File: src/hdl/etl_pkg.sv
// Shared types and constants for the expression token lexer.
// No dependencies; every other file in hdl/ refers to this package by scoped names.
package etl_pkg;

    // Default width of offsets and run lengths inside the lexer
    localparam int POS_BITS_DEF = 16;

    // Output field widths
    localparam int KIND_BITS = 4;
    localparam int OUT_BITS  = 16;

    // Most tokens one character can cause: closed run, new token or run, end of input
    localparam int MAX_TOKENS = 3;

    // Token kinds
    localparam logic [KIND_BITS-1:0] K_EOF     = 4'd0;
    localparam logic [KIND_BITS-1:0] K_UNKNOWN = 4'd1;
    localparam logic [KIND_BITS-1:0] K_EQ      = 4'd2;
    localparam logic [KIND_BITS-1:0] K_PLUS    = 4'd3;
    localparam logic [KIND_BITS-1:0] K_MUL     = 4'd4;
    localparam logic [KIND_BITS-1:0] K_EOE     = 4'd5;
    localparam logic [KIND_BITS-1:0] K_LP      = 4'd6;
    localparam logic [KIND_BITS-1:0] K_RP      = 4'd7;
    localparam logic [KIND_BITS-1:0] K_INT     = 4'd8;
    localparam logic [KIND_BITS-1:0] K_ID      = 4'd9;

    // Character codes
    localparam logic [7:0] C_EQ    = 8'h3D;
    localparam logic [7:0] C_PLUS  = 8'h2B;
    localparam logic [7:0] C_MUL   = 8'h2A;
    localparam logic [7:0] C_SEMI  = 8'h3B;
    localparam logic [7:0] C_LP    = 8'h28;
    localparam logic [7:0] C_RP    = 8'h29;
    localparam logic [7:0] C_UNDER = 8'h5F;
    localparam logic [7:0] C_SPACE = 8'h20;
    localparam logic [7:0] C_TAB   = 8'h09;
    localparam logic [7:0] C_CR    = 8'h0D;
    localparam logic [7:0] C_DIG0  = 8'h30;
    localparam logic [7:0] C_DIG9  = 8'h39;
    localparam logic [7:0] C_LA    = 8'h61;
    localparam logic [7:0] C_LZ    = 8'h7A;
    localparam logic [7:0] C_UA    = 8'h41;
    localparam logic [7:0] C_UZ    = 8'h5A;

    // One token as it leaves the block
    typedef struct packed {
        logic [KIND_BITS-1:0] kind;
        logic [OUT_BITS-1:0]  start;
        logic [OUT_BITS-1:0]  length;
    } t_token;

    // All tokens caused by one character, packed from slot 0 up
    typedef struct packed {
        logic [1:0]                  count;
        t_token [MAX_TOKENS-1:0]     tok;
    } t_bundle;

endpackage

File: src/hdl/etl_if.sv
// Valid/ready channel interfaces for the lexer's character input and token output.
// Depends on etl_pkg for field widths.

interface etl_in_if;
    logic       valid;
    logic       ready;
    logic [7:0] ch;
    logic       end_of_input;

    modport source (output valid, output ch, output end_of_input, input ready);
    modport sink   (input valid, input ch, input end_of_input, output ready);
endinterface

interface etl_out_if;
    logic                           valid;
    logic                           ready;
    logic [etl_pkg::KIND_BITS-1:0]  token_kind;
    logic [etl_pkg::OUT_BITS-1:0]   token_start;
    logic [etl_pkg::OUT_BITS-1:0]   token_length;
    logic                           last;

    modport source (output valid, output token_kind, output token_start,
                    output token_length, output last, input ready);
    modport sink   (input valid, input token_kind, input token_start,
                    input token_length, input last, output ready);
endinterface

File: src/hdl/etl_core.sv
// Lexer state and per-character token logic: builds the bundle of tokens for one word.
// Depends on etl_pkg.
module etl_core #(
    parameter int POS_BITS = etl_pkg::POS_BITS_DEF
) (
    input  logic             i_clk,
    input  logic             i_rst_n,
    input  logic             i_accept,
    input  logic [7:0]       i_ch,
    input  logic             i_end_of_input,
    output etl_pkg::t_bundle o_bundle
);

    typedef enum logic [1:0] {
        RUN_NONE = 2'd0,
        RUN_INT  = 2'd1,
        RUN_ID   = 2'd2
    } t_run_mode;

    localparam int XW = (POS_BITS > etl_pkg::OUT_BITS) ? POS_BITS : etl_pkg::OUT_BITS;
    localparam logic [POS_BITS-1:0] POS_MAX = '1;

    t_run_mode           r_mode, n_mode;
    logic [POS_BITS-1:0] r_start, n_start;
    logic [POS_BITS-1:0] r_len, n_len;
    logic [POS_BITS-1:0] r_pos, n_pos;

    logic                is_digit, is_head, is_body, is_space, taken, run_open;
    t_run_mode           mode_a;
    logic [POS_BITS-1:0] start_a, len_a;
    logic                v_old, v_single, v_final, v_mid;
    etl_pkg::t_token     t_old, t_single, t_final, t_mid, t_eof;
    logic [etl_pkg::KIND_BITS-1:0] single_kind;

    function automatic logic [etl_pkg::OUT_BITS-1:0] clip(input logic [POS_BITS-1:0] v);
        logic [XW-1:0] ext;
        ext = XW'(v);
        if (ext > XW'({etl_pkg::OUT_BITS{1'b1}})) begin
            return '1;
        end
        return ext[etl_pkg::OUT_BITS-1:0];
    endfunction

    function automatic logic [POS_BITS-1:0] sat_inc(input logic [POS_BITS-1:0] v);
        return (v == POS_MAX) ? v : v + POS_BITS'(1);
    endfunction

    // Character classes
    always_comb begin
        is_digit = (i_ch >= etl_pkg::C_DIG0) && (i_ch <= etl_pkg::C_DIG9);
        is_head  = ((i_ch >= etl_pkg::C_LA) && (i_ch <= etl_pkg::C_LZ)) ||
                   ((i_ch >= etl_pkg::C_UA) && (i_ch <= etl_pkg::C_UZ)) ||
                   (i_ch == etl_pkg::C_UNDER);
        is_body  = is_head || is_digit;
        is_space = (i_ch == etl_pkg::C_SPACE) ||
                   ((i_ch >= etl_pkg::C_TAB) && (i_ch <= etl_pkg::C_CR));
    end

    // Single-character token kind
    always_comb begin
        case (i_ch)
            etl_pkg::C_EQ:   single_kind = etl_pkg::K_EQ;
            etl_pkg::C_PLUS: single_kind = etl_pkg::K_PLUS;
            etl_pkg::C_MUL:  single_kind = etl_pkg::K_MUL;
            etl_pkg::C_SEMI: single_kind = etl_pkg::K_EOE;
            etl_pkg::C_LP:   single_kind = etl_pkg::K_LP;
            etl_pkg::C_RP:   single_kind = etl_pkg::K_RP;
            default:         single_kind = etl_pkg::K_UNKNOWN;
        endcase
    end

    // Run handling and the tokens this character causes
    always_comb begin
        run_open = (r_mode == RUN_INT) || (r_mode == RUN_ID);
        taken    = ((r_mode == RUN_INT) && is_digit) || ((r_mode == RUN_ID) && is_body);

        // old run closed by a character outside it
        v_old        = !taken && run_open;
        t_old.kind   = (r_mode == RUN_INT) ? etl_pkg::K_INT : etl_pkg::K_ID;
        t_old.start  = clip(r_start);
        t_old.length = clip(r_len);

        // run state once this character is taken in
        v_single = 1'b0;
        if (taken) begin
            mode_a  = r_mode;
            start_a = r_start;
            len_a   = sat_inc(r_len);
        end else if (!is_space && is_digit) begin
            mode_a  = RUN_INT;
            start_a = r_pos;
            len_a   = POS_BITS'(1);
        end else if (!is_space && is_head) begin
            mode_a  = RUN_ID;
            start_a = r_pos;
            len_a   = POS_BITS'(1);
        end else begin
            mode_a   = RUN_NONE;
            start_a  = '0;
            len_a    = '0;
            v_single = !is_space;
        end
        t_single.kind   = single_kind;
        t_single.start  = clip(r_pos);
        t_single.length = etl_pkg::OUT_BITS'(1);

        n_pos = sat_inc(r_pos);

        // end of input closes whatever run is open, then reports eof
        v_final        = i_end_of_input && (mode_a != RUN_NONE);
        t_final.kind   = (mode_a == RUN_INT) ? etl_pkg::K_INT : etl_pkg::K_ID;
        t_final.start  = clip(start_a);
        t_final.length = clip(len_a);
        t_eof.kind     = etl_pkg::K_EOF;
        t_eof.start    = clip(n_pos);
        t_eof.length   = '0;

        // a single-character token and a final run never occur together
        v_mid = v_single || v_final;
        t_mid = v_single ? t_single : t_final;

        // pack from slot 0 upward
        o_bundle.tok[2] = t_eof;
        o_bundle.tok[1] = v_mid ? t_mid : t_eof;
        if (v_old) begin
            o_bundle.tok[0] = t_old;
            o_bundle.tok[1] = v_mid ? t_mid : t_eof;
        end else begin
            o_bundle.tok[0] = v_mid ? t_mid : t_eof;
            o_bundle.tok[1] = t_eof;
        end
        o_bundle.count = 2'(v_old) + 2'(v_mid) + 2'(i_end_of_input);

        // next state
        if (i_end_of_input) begin
            n_mode  = RUN_NONE;
            n_start = '0;
            n_len   = '0;
            n_pos   = '0;
        end else begin
            n_mode  = mode_a;
            n_start = start_a;
            n_len   = len_a;
        end
    end

    // State registers
    always_ff @(posedge i_clk) begin
        if (!i_rst_n) begin
            r_mode  <= RUN_NONE;
            r_start <= '0;
            r_len   <= '0;
            r_pos   <= '0;
        end else if (i_accept) begin
            r_mode  <= n_mode;
            r_start <= n_start;
            r_len   <= n_len;
            r_pos   <= n_pos;
        end
    end

endmodule

File: src/hdl/etl_queue.sv
// Two-slot bundle buffer that hands tokens out one word at a time, marking the last of each.
// Depends on etl_pkg.
module etl_queue (
    input  logic                          i_clk,
    input  logic                          i_rst_n,
    input  logic                          i_wr,
    input  etl_pkg::t_bundle              i_bundle,
    output logic                          o_ready,
    output logic                          o_valid,
    input  logic                          i_ready,
    output etl_pkg::t_token               o_token,
    output logic                          o_last
);

    etl_pkg::t_bundle r_slot [2];
    logic [1:0]       r_full, n_full;
    logic             r_wr_ptr;
    logic             r_rd_ptr;
    logic [1:0]       r_idx;

    logic             pop, pop_last;

    // Read side
    always_comb begin
        o_ready  = !r_full[r_wr_ptr];
        o_valid  = r_full[r_rd_ptr];
        o_token  = r_slot[r_rd_ptr].tok[r_idx];
        o_last   = (r_idx == r_slot[r_rd_ptr].count - 2'd1);
        pop      = o_valid && i_ready;
        pop_last = pop && o_last;
    end

    // Slot occupancy: a write and a final pop never hit the same slot
    always_comb begin
        n_full = r_full;
        if (i_wr) begin
            n_full[r_wr_ptr] = 1'b1;
        end
        if (pop_last) begin
            n_full[r_rd_ptr] = 1'b0;
        end
    end

    // Slot payload
    always_ff @(posedge i_clk) begin
        if (i_wr) begin
            r_slot[r_wr_ptr] <= i_bundle;
        end
    end

    // Slot flags and pointers
    always_ff @(posedge i_clk) begin
        if (!i_rst_n) begin
            r_full   <= '0;
            r_wr_ptr <= 1'b0;
            r_rd_ptr <= 1'b0;
            r_idx    <= '0;
        end else begin
            r_full <= n_full;
            if (i_wr) begin
                r_wr_ptr <= !r_wr_ptr;
            end
            if (pop_last) begin
                r_rd_ptr <= !r_rd_ptr;
                r_idx    <= '0;
            end else if (pop) begin
                r_idx <= r_idx + 2'd1;
            end
        end
    end

endmodule

File: src/hdl/expression_token_lexer.sv
// Expression token lexer: takes one character per word and gives tokens (kind, start
// offset, length) for = + * ; ( ), unknown characters, integer and identifier runs, and
// an end-of-input token after the flagged final character. A character is taken every
// cycle while the two-slot token buffer has a free slot; each character that causes
// tokens fills one slot, and the buffer drains one token per cycle while the output is
// ready, so the rate is one character per cycle as long as characters average at most
// one token each, and the output side sets it otherwise (a character causes up to three
// tokens). A character's tokens are registered in a buffer slot when it is taken.
// Depends on etl_pkg, etl_if, etl_core and etl_queue.
module expression_token_lexer #(
    parameter int POS_BITS = etl_pkg::POS_BITS_DEF
) (
    input  logic          i_clk,
    input  logic          i_rst_n,
    etl_in_if.sink        i_in,
    etl_out_if.source     o_out
);

    etl_pkg::t_bundle bundle;
    etl_pkg::t_token  token;
    logic             accept, q_ready, q_last, q_valid;

    assign accept    = i_in.valid && q_ready;
    assign i_in.ready = q_ready;

    // Lexer state and token building
    etl_core #(
        .POS_BITS(POS_BITS)
    ) u_core (
        .i_clk         (i_clk),
        .i_rst_n       (i_rst_n),
        .i_accept      (accept),
        .i_ch          (i_in.ch),
        .i_end_of_input(i_in.end_of_input),
        .o_bundle      (bundle)
    );

    // Token buffer; words that cause no token write nothing
    etl_queue u_queue (
        .i_clk   (i_clk),
        .i_rst_n (i_rst_n),
        .i_wr    (accept && (bundle.count != 2'd0)),
        .i_bundle(bundle),
        .o_ready (q_ready),
        .o_valid (q_valid),
        .i_ready (o_out.ready),
        .o_token (token),
        .o_last  (q_last)
    );

    assign o_out.valid        = q_valid;
    assign o_out.token_kind   = token.kind;
    assign o_out.token_start  = token.start;
    assign o_out.token_length = token.length;
    assign o_out.last         = q_last;

endmodule

File: src/flat_wrapper.sv
// flat-port wrapper written by rule: the top's interface ports become plain ports
module expression_token_lexer_flat 
#(
    parameter int POS_BITS = etl_pkg::POS_BITS_DEF
)
  (i_clk, i_rst_n, i_in_valid, i_in_ch, i_in_end_of_input, i_in_ready, o_out_valid, o_out_token_kind, o_out_token_start, o_out_token_length, o_out_last, o_out_ready);
  etl_in_if i_in_i ();
  etl_out_if o_out_i ();
  input  logic i_clk;
  input  logic i_rst_n;
  input wire logic [$bits(i_in_i.valid)-1:0] i_in_valid;
  input wire logic [$bits(i_in_i.ch)-1:0] i_in_ch;
  input wire logic [$bits(i_in_i.end_of_input)-1:0] i_in_end_of_input;
  output wire logic [$bits(i_in_i.ready)-1:0] i_in_ready;
  output wire logic [$bits(o_out_i.valid)-1:0] o_out_valid;
  output wire logic [$bits(o_out_i.token_kind)-1:0] o_out_token_kind;
  output wire logic [$bits(o_out_i.token_start)-1:0] o_out_token_start;
  output wire logic [$bits(o_out_i.token_length)-1:0] o_out_token_length;
  output wire logic [$bits(o_out_i.last)-1:0] o_out_last;
  input wire logic [$bits(o_out_i.ready)-1:0] o_out_ready;
  assign i_in_i.valid = i_in_valid;
  assign i_in_i.ch = i_in_ch;
  assign i_in_i.end_of_input = i_in_end_of_input;
  assign i_in_ready = i_in_i.ready;
  assign o_out_valid = o_out_i.valid;
  assign o_out_token_kind = o_out_i.token_kind;
  assign o_out_token_start = o_out_i.token_start;
  assign o_out_token_length = o_out_i.token_length;
  assign o_out_last = o_out_i.last;
  assign o_out_i.ready = o_out_ready;
  expression_token_lexer #(.POS_BITS(POS_BITS)) u_core (.i_clk(i_clk), .i_rst_n(i_rst_n), .i_in(i_in_i), .o_out(o_out_i));
endmodule
File: config.mk
export PLATFORM = sky130hd
export DESIGN_NAME = expression_token_lexer_flat
export DESIGN_NICKNAME = d
export VERILOG_FILES = /design/src/hdl/etl_pkg.sv /design/src/hdl/etl_if.sv /design/src/hdl/etl_core.sv /design/src/hdl/etl_queue.sv /design/src/hdl/expression_token_lexer.sv /design/src/flat_wrapper.sv
export SDC_FILE = /design/constraint.sdc
export NUM_CORES = 1
export LEC_CHECK = 0
export BUFFER_PORTS_ARGS = -buffer_cell sky130_fd_sc_hd__buf_2
export CAP_MARGIN = 10
export CORE_ASPECT_RATIO = 0.5
export CORE_MARGIN = 5
export CORE_UTILIZATION = 66
export CTS_CLUSTER_DIAMETER = 80
export DETAILED_ROUTE_END_ITERATION = 7
export PLACE_DENSITY = 0.85
export RECOVER_POWER = 50
export SLEW_MARGIN = 15
export SYNTH_ARGS = -nofsm -noshare
export SYNTH_HDL_FRONTEND = slang
export SYNTH_SLANG_ARGS = --single-unit
File: constraint.sdc
create_clock -name i_clk -period 22.2 [get_ports i_clk]
set_input_delay 4.44 -clock i_clk [delete_from_list [all_inputs] [get_ports i_clk]]
set_output_delay 4.44 -clock i_clk [all_outputs]
set_load 0.02 [all_outputs]
==> report_table.html <==
<table>
<tr><th>Metric</th><th>Value</th></tr>
<tr><th colspan="2">Outcome</th></tr>
<tr><td>Outcome</td><td>finished with violations</td></tr>
<tr><td>Failing checks</td><td>capacitance limit, slew limit</td></tr>
<tr><th colspan="2">Critical path</th></tr>
<tr><td>Kind of end point of the critical path</td><td>flop</td></tr>
<tr><td>Critical Path Start</td><td>i_in_ch[4]</td></tr>
<tr><td>Kind of launch point of the worst setup path</td><td>input pin</td></tr>
<tr><td>Critical path class</td><td>in -&gt; reg</td></tr>
<tr><td>Cell count of the worst reg-to-reg path</td><td>10</td></tr>
<tr><td>Cell depth of the worst setup path</td><td>10</td></tr>
<tr><td>Kind of cell adding the most delay to the critical path</td><td>buffers and inverters</td></tr>
<tr><td>Critical path's slowest cell</td><td>sky130_fd_sc_hd__clkinvlp_2</td></tr>
<tr><td>Largest fanout on the critical path</td><td>60</td></tr>
<tr><td>Slowest stage delay, CP</td><td>2.16 ns</td></tr>
<tr><td>WP buf/inv</td><td>3</td></tr>
<tr><td>Cell-by-cell listing of the critical path</td><td>clkbuf_1 &gt; and4bb_1 &gt; and2_0 &gt; a32oi_1 &gt; nand2b_1 &gt; clkinvlp_2 &gt; fa_1 &gt; o21ai_0 &gt; nor2_4 &gt; buf_4</td></tr>
<tr><td>Crit path DAT</td><td>12.24 ns</td></tr>
<tr><td>Reg-to-Reg Start</td><td>u_core.u_core.r_mode[1]</td></tr>
<tr><td>Endpoint required time on the critical path</td><td>22.33 ns</td></tr>
<tr><th colspan="2">Clocking</th></tr>
<tr><td>CTS tree</td><td>yes</td></tr>
<tr><td>CTS sink cnt</td><td>~240</td></tr>
<tr><td>Total clock buffers created by CTS</td><td>21</td></tr>
<tr><td>Hold buffer count at CTS</td><td>0</td></tr>
<tr><td>Clock slew seen by the registers of the worst setup and hold paths</td><td>0.07 ns</td></tr>
<tr><td>Setup Fix Bufs, Post-CTS</td><td>0</td></tr>
<tr><td>Clock latency of the later-clocked register in the worst-skew pair</td><td>roughly 0.50 ns</td></tr>
<tr><td>Count of cells resized by post-cts repair</td><td>0</td></tr>
<tr><td>H-tree depth</td><td>1</td></tr>
<tr><td>Max Root-Sink Buffers</td><td>3</td></tr>
<tr><td>CTS Root Cell</td><td>sky130_fd_sc_hd__clkbuf_16</td></tr>
<tr><th colspan="2">Worst hold path</th></tr>
<tr><td>Hold Startpoint</td><td>u_core.u_core.r_mode[1]</td></tr>
<tr><td>Worst Hold Path Cells</td><td>1</td></tr>
<tr><td>Type of the worst min-delay path</td><td>reg -&gt; reg</td></tr>
<tr><th colspan="2">STA</th></tr>
<tr><td>Setup repair after global routing missed its margin</td><td>no</td></tr>
<tr><td>Count of pins over their slew limit</td><td>267</td></tr>
<tr><td>Maximum frequency from static timing analysis</td><td>approximately 0.083 GHz</td></tr>
<tr><td>Slew at the pin closest to its max-slew limit</td><td>3.55 ns</td></tr>
<tr><td>Worst Skew</td><td>0.0119 ns</td></tr>
<tr><td>Setup TNS</td><td>0 ns</td></tr>
<tr><td>Setup-violating endpoint count in the final report</td><td>0</td></tr>
<tr><td>Worst relative slew slack</td><td>-137%</td></tr>
<tr><td>Final hold violation count</td><td>0</td></tr>
<tr><td>Final min period</td><td>12.11 ns</td></tr>
<tr><td>Period utilisation layout</td><td>54.6%</td></tr>
<tr><th colspan="2">Yosys</th></tr>
<tr><td>Number of enable-type register cells in the synthesized netlist</td><td>180</td></tr>
<tr><td>Count of unique library cells instantiated by Yosys</td><td>73</td></tr>
<tr><td>Post-synthesis cell count</td><td>870</td></tr>
<tr><td>Predominant post-synthesis flop cell</td><td>sky130_fd_sc_hd__edfxtp_1</td></tr>
<tr><td>Top cell type's share of synthesized area</td><td>about half</td></tr>
<tr><td>Avg Cell Area, Syn</td><td>between 10 and 15 um^2</td></tr>
<tr><td>Largest cells by area after synthesis</td><td>sky130_fd_sc_hd__edfxtp_1 (49%), sky130_fd_sc_hd__dfxtp_1 (10%), sky130_fd_sc_hd__mux4_2 (7.3%)</td></tr>
<tr><td>Number of warning messages in the yosys log</td><td>0</td></tr>
<tr><td>Most area-hungry cell type in the Yosys netlist</td><td>sky130_fd_sc_hd__edfxtp_1</td></tr>
<tr><td>Proportion of register bits with asynchronous set or reset after synthesis</td><td>0%</td></tr>
<tr><td>Synth Register Bits</td><td>237</td></tr>
<tr><td>Sequential fraction of the synthesis area</td><td>approximately three fifths</td></tr>
<tr><td>Syn Std Cell Area</td><td>11,100 um^2</td></tr>
<tr><th colspan="2">Floorplan</th></tr>
<tr><td>Boundary pin count</td><td>52</td></tr>
<tr><td>Core region area</td><td>16,500 um^2</td></tr>
<tr><td>Horizontal extent of the die</td><td>between 150 and 200 um</td></tr>
<tr><td>Effective utilization at floorplan</td><td>67.5%</td></tr>
<tr><td>Row count</td><td>33</td></tr>
<tr><td>Die area</td><td>19,700 um^2</td></tr>
<tr><td>Die Height</td><td>between 100 and 150 um</td></tr>
<tr><th colspan="2">Placed design</th></tr>
<tr><td>Post-detailed-placement half-perimeter wirelength</td><td>about 14,000 um</td></tr>
<tr><td>Port bufs</td><td>between 50 and 60</td></tr>
<tr><td>Instance area at placement</td><td>roughly 12,000 um^2</td></tr>
<tr><td>Placer's final routability congestion estimate</td><td>0.875</td></tr>
<tr><th colspan="2">Finish</th></tr>
<tr><td>Antenna diode count</td><td>0</td></tr>
<tr><td>Synth-to-layout area growth</td><td>8.68%</td></tr>
<tr><td>Commonest cells after routing, fill and taps aside</td><td>sky130_fd_sc_hd__edfxtp_1 (180), sky130_fd_sc_hd__o21ai_0 (56), sky130_fd_sc_hd__dfxtp_1 (56), sky130_fd_sc_hd__nand2_1 (53), sky130_fd_sc_hd__nand3_1 (45)</td></tr>
<tr><td>Fraction of final layout cells sized beyond drive strength 1</td><td>12.7%</td></tr>
<tr><td>Final Net Count</td><td>935</td></tr>
<tr><td>Filler Cells Inserted</td><td>1,071</td></tr>
<tr><td>Final cell area excluding filler cells</td><td>12,100 um^2</td></tr>
<tr><td>Leading cell type in the layout, fill and taps excluded</td><td>sky130_fd_sc_hd__edfxtp_1</td></tr>
<tr><th colspan="2">Global routing</th></tr>
<tr><td>Largest net degree at the start of global routing</td><td>62</td></tr>
<tr><td>Global-route wire length before repair</td><td>37,600 um</td></tr>
<tr><td>Global routing usage summed across all routing layers</td><td>23.7%</td></tr>
<tr><td>Grt ovf</td><td>0</td></tr>
<tr><td>Vias in the first global route</td><td>around 7.4k</td></tr>
<tr><td>Antenna violations before repair</td><td>0</td></tr>
<tr><th colspan="2">Route</th></tr>
<tr><td>DRC violation count after routing</td><td>0</td></tr>
<tr><td>TritonRoute pass-1 iters</td><td>5</td></tr>
<tr><td>Via-per-instance ratio</td><td>approximately 6.5</td></tr>
<tr><td>Final antenna-violating net count</td><td>0</td></tr>
<tr><td>DRC marker count from the first detailed-route iteration</td><td>854</td></tr>
<tr><td>Vias</td><td>between 7k and 8k</td></tr>
<tr><td>Routed length per instance</td><td>20.1 um</td></tr>
<tr><td>Total routed wirelength</td><td>23,300 um</td></tr>
<tr><th colspan="2">Job</th></tr>
<tr><td>Number of maximum-capacitance violations</td><td>6</td></tr>
<tr><th colspan="2">Pwr</th></tr>
<tr><td>Leakage</td><td>0.00390 uW</td></tr>
<tr><td>Peak supply drop</td><td>44.9 uV</td></tr>
<tr><td>Power per unit of standard cell area</td><td>80.8 nW/um^2</td></tr>
</table>
## synthesized netlist by cell type (11+ instances only)
cell                       number
sky130_fd_sc_hd__edfxtp_1     180
sky130_fd_sc_hd__dfxtp_1       57
sky130_fd_sc_hd__o21ai_0       54
sky130_fd_sc_hd__nand2_1       53
sky130_fd_sc_hd__nand3_1       45
sky130_fd_sc_hd__nor2b_1       38
sky130_fd_sc_hd__mux4_2        36
sky130_fd_sc_hd__inv_1         34
sky130_fd_sc_hd__clkbuf_1      27
sky130_fd_sc_hd__nor2_1        25
sky130_fd_sc_hd__a22oi_1       24
sky130_fd_sc_hd__buf_2         24
sky130_fd_sc_hd__mux2i_1       22
sky130_fd_sc_hd__a22o_1        21
sky130_fd_sc_hd__o211ai_1      21
sky130_fd_sc_hd__o22ai_1       20
sky130_fd_sc_hd__a21oi_1       19
sky130_fd_sc_hd__nand4_1       11
sky130_fd_sc_hd__nor3_1        11
## registers in the layout, indices dropped and copies added, names as in the netlist, named ones only
register and count:
u_core.u_core.r_len 16, u_core.u_queue.r_wr_ptr 1, u_core.u_queue.r_idx 2, u_core.u_core.r_pos 16
u_core.u_queue.r_rd_ptr 1, u_core.u_queue.r_slot 180, u_core.u_core.r_mode 2, u_core.u_queue.r_full 2
u_core.u_core.r_start 16
## power breakdown
part	switching, uW	total (uW)	internal, uW
logic	62.8	96.9	34.1
clock network	156	365	209
registers	11.8	516	504
total	230	977	747
## area by class of cell
| cell class | instances | area [um^2] | share of cell area, % |
|---|---|---|---|
| timing repair buffer | 57 | 258 | 2.13 |
| sequential | 237 | 6550 | 54.1 |
| inverter | 35 | 133 | 1.10 |
| clock inverter | 8 | 93.8 | 0.776 |
| clock buffer | 30 | 589 | 4.87 |
| multi-input combinational | 565 | 4190 | 34.6 |
| tap | 227 | 284 | 2.35 |
## path summary, 6_finish.rpt
kind | to | slack [ns]
setup / recovery | u_core.u_queue.r_slot[0][23] | 10.09
hold / removal | u_core.u_core.r_mode[1] | 0.51
setup reg to reg | u_core.u_queue.r_slot[0][23] | 14.19
hold reg to reg | u_core.u_core.r_mode[1] | 0.51
## through the flow
stage	util (%)	total power, uW	setup WS (ns)	hold slack [ns]	cells
floorplan	-	598	11.33	0.473	899
global route	73.4	1010	9.39	0.520	1159
finish	73.4	977	10.09	0.511	1159
CTS	74.1	985	12.66	0.510	1159
global placement	70.0	620	12.41	0.486	1121
detailed placement	70.0	625	12.15	0.492	1121
## logic make-up after synthesis
family | after synthesis | synth area share [%]
fa+ha+maj | 5 | 0.630
mux | 64 | 9.91
flops | 237 | 58.8
compound gates | 221 | 14.5
simple gates | 231 | 11.0
xor+xnor | 14 | 1.10
buf+inv | 97 | 3.99
other cells | 1 | 0.0337
## per-layer routing
layer  global-route usage [%]  wire (um)
met2                     41.4      11500
met1                     31.4       9650
met3                     3.79       1560
met5                        0          0
met4                     7.12        543
Power figures use the tool's default switching activity.
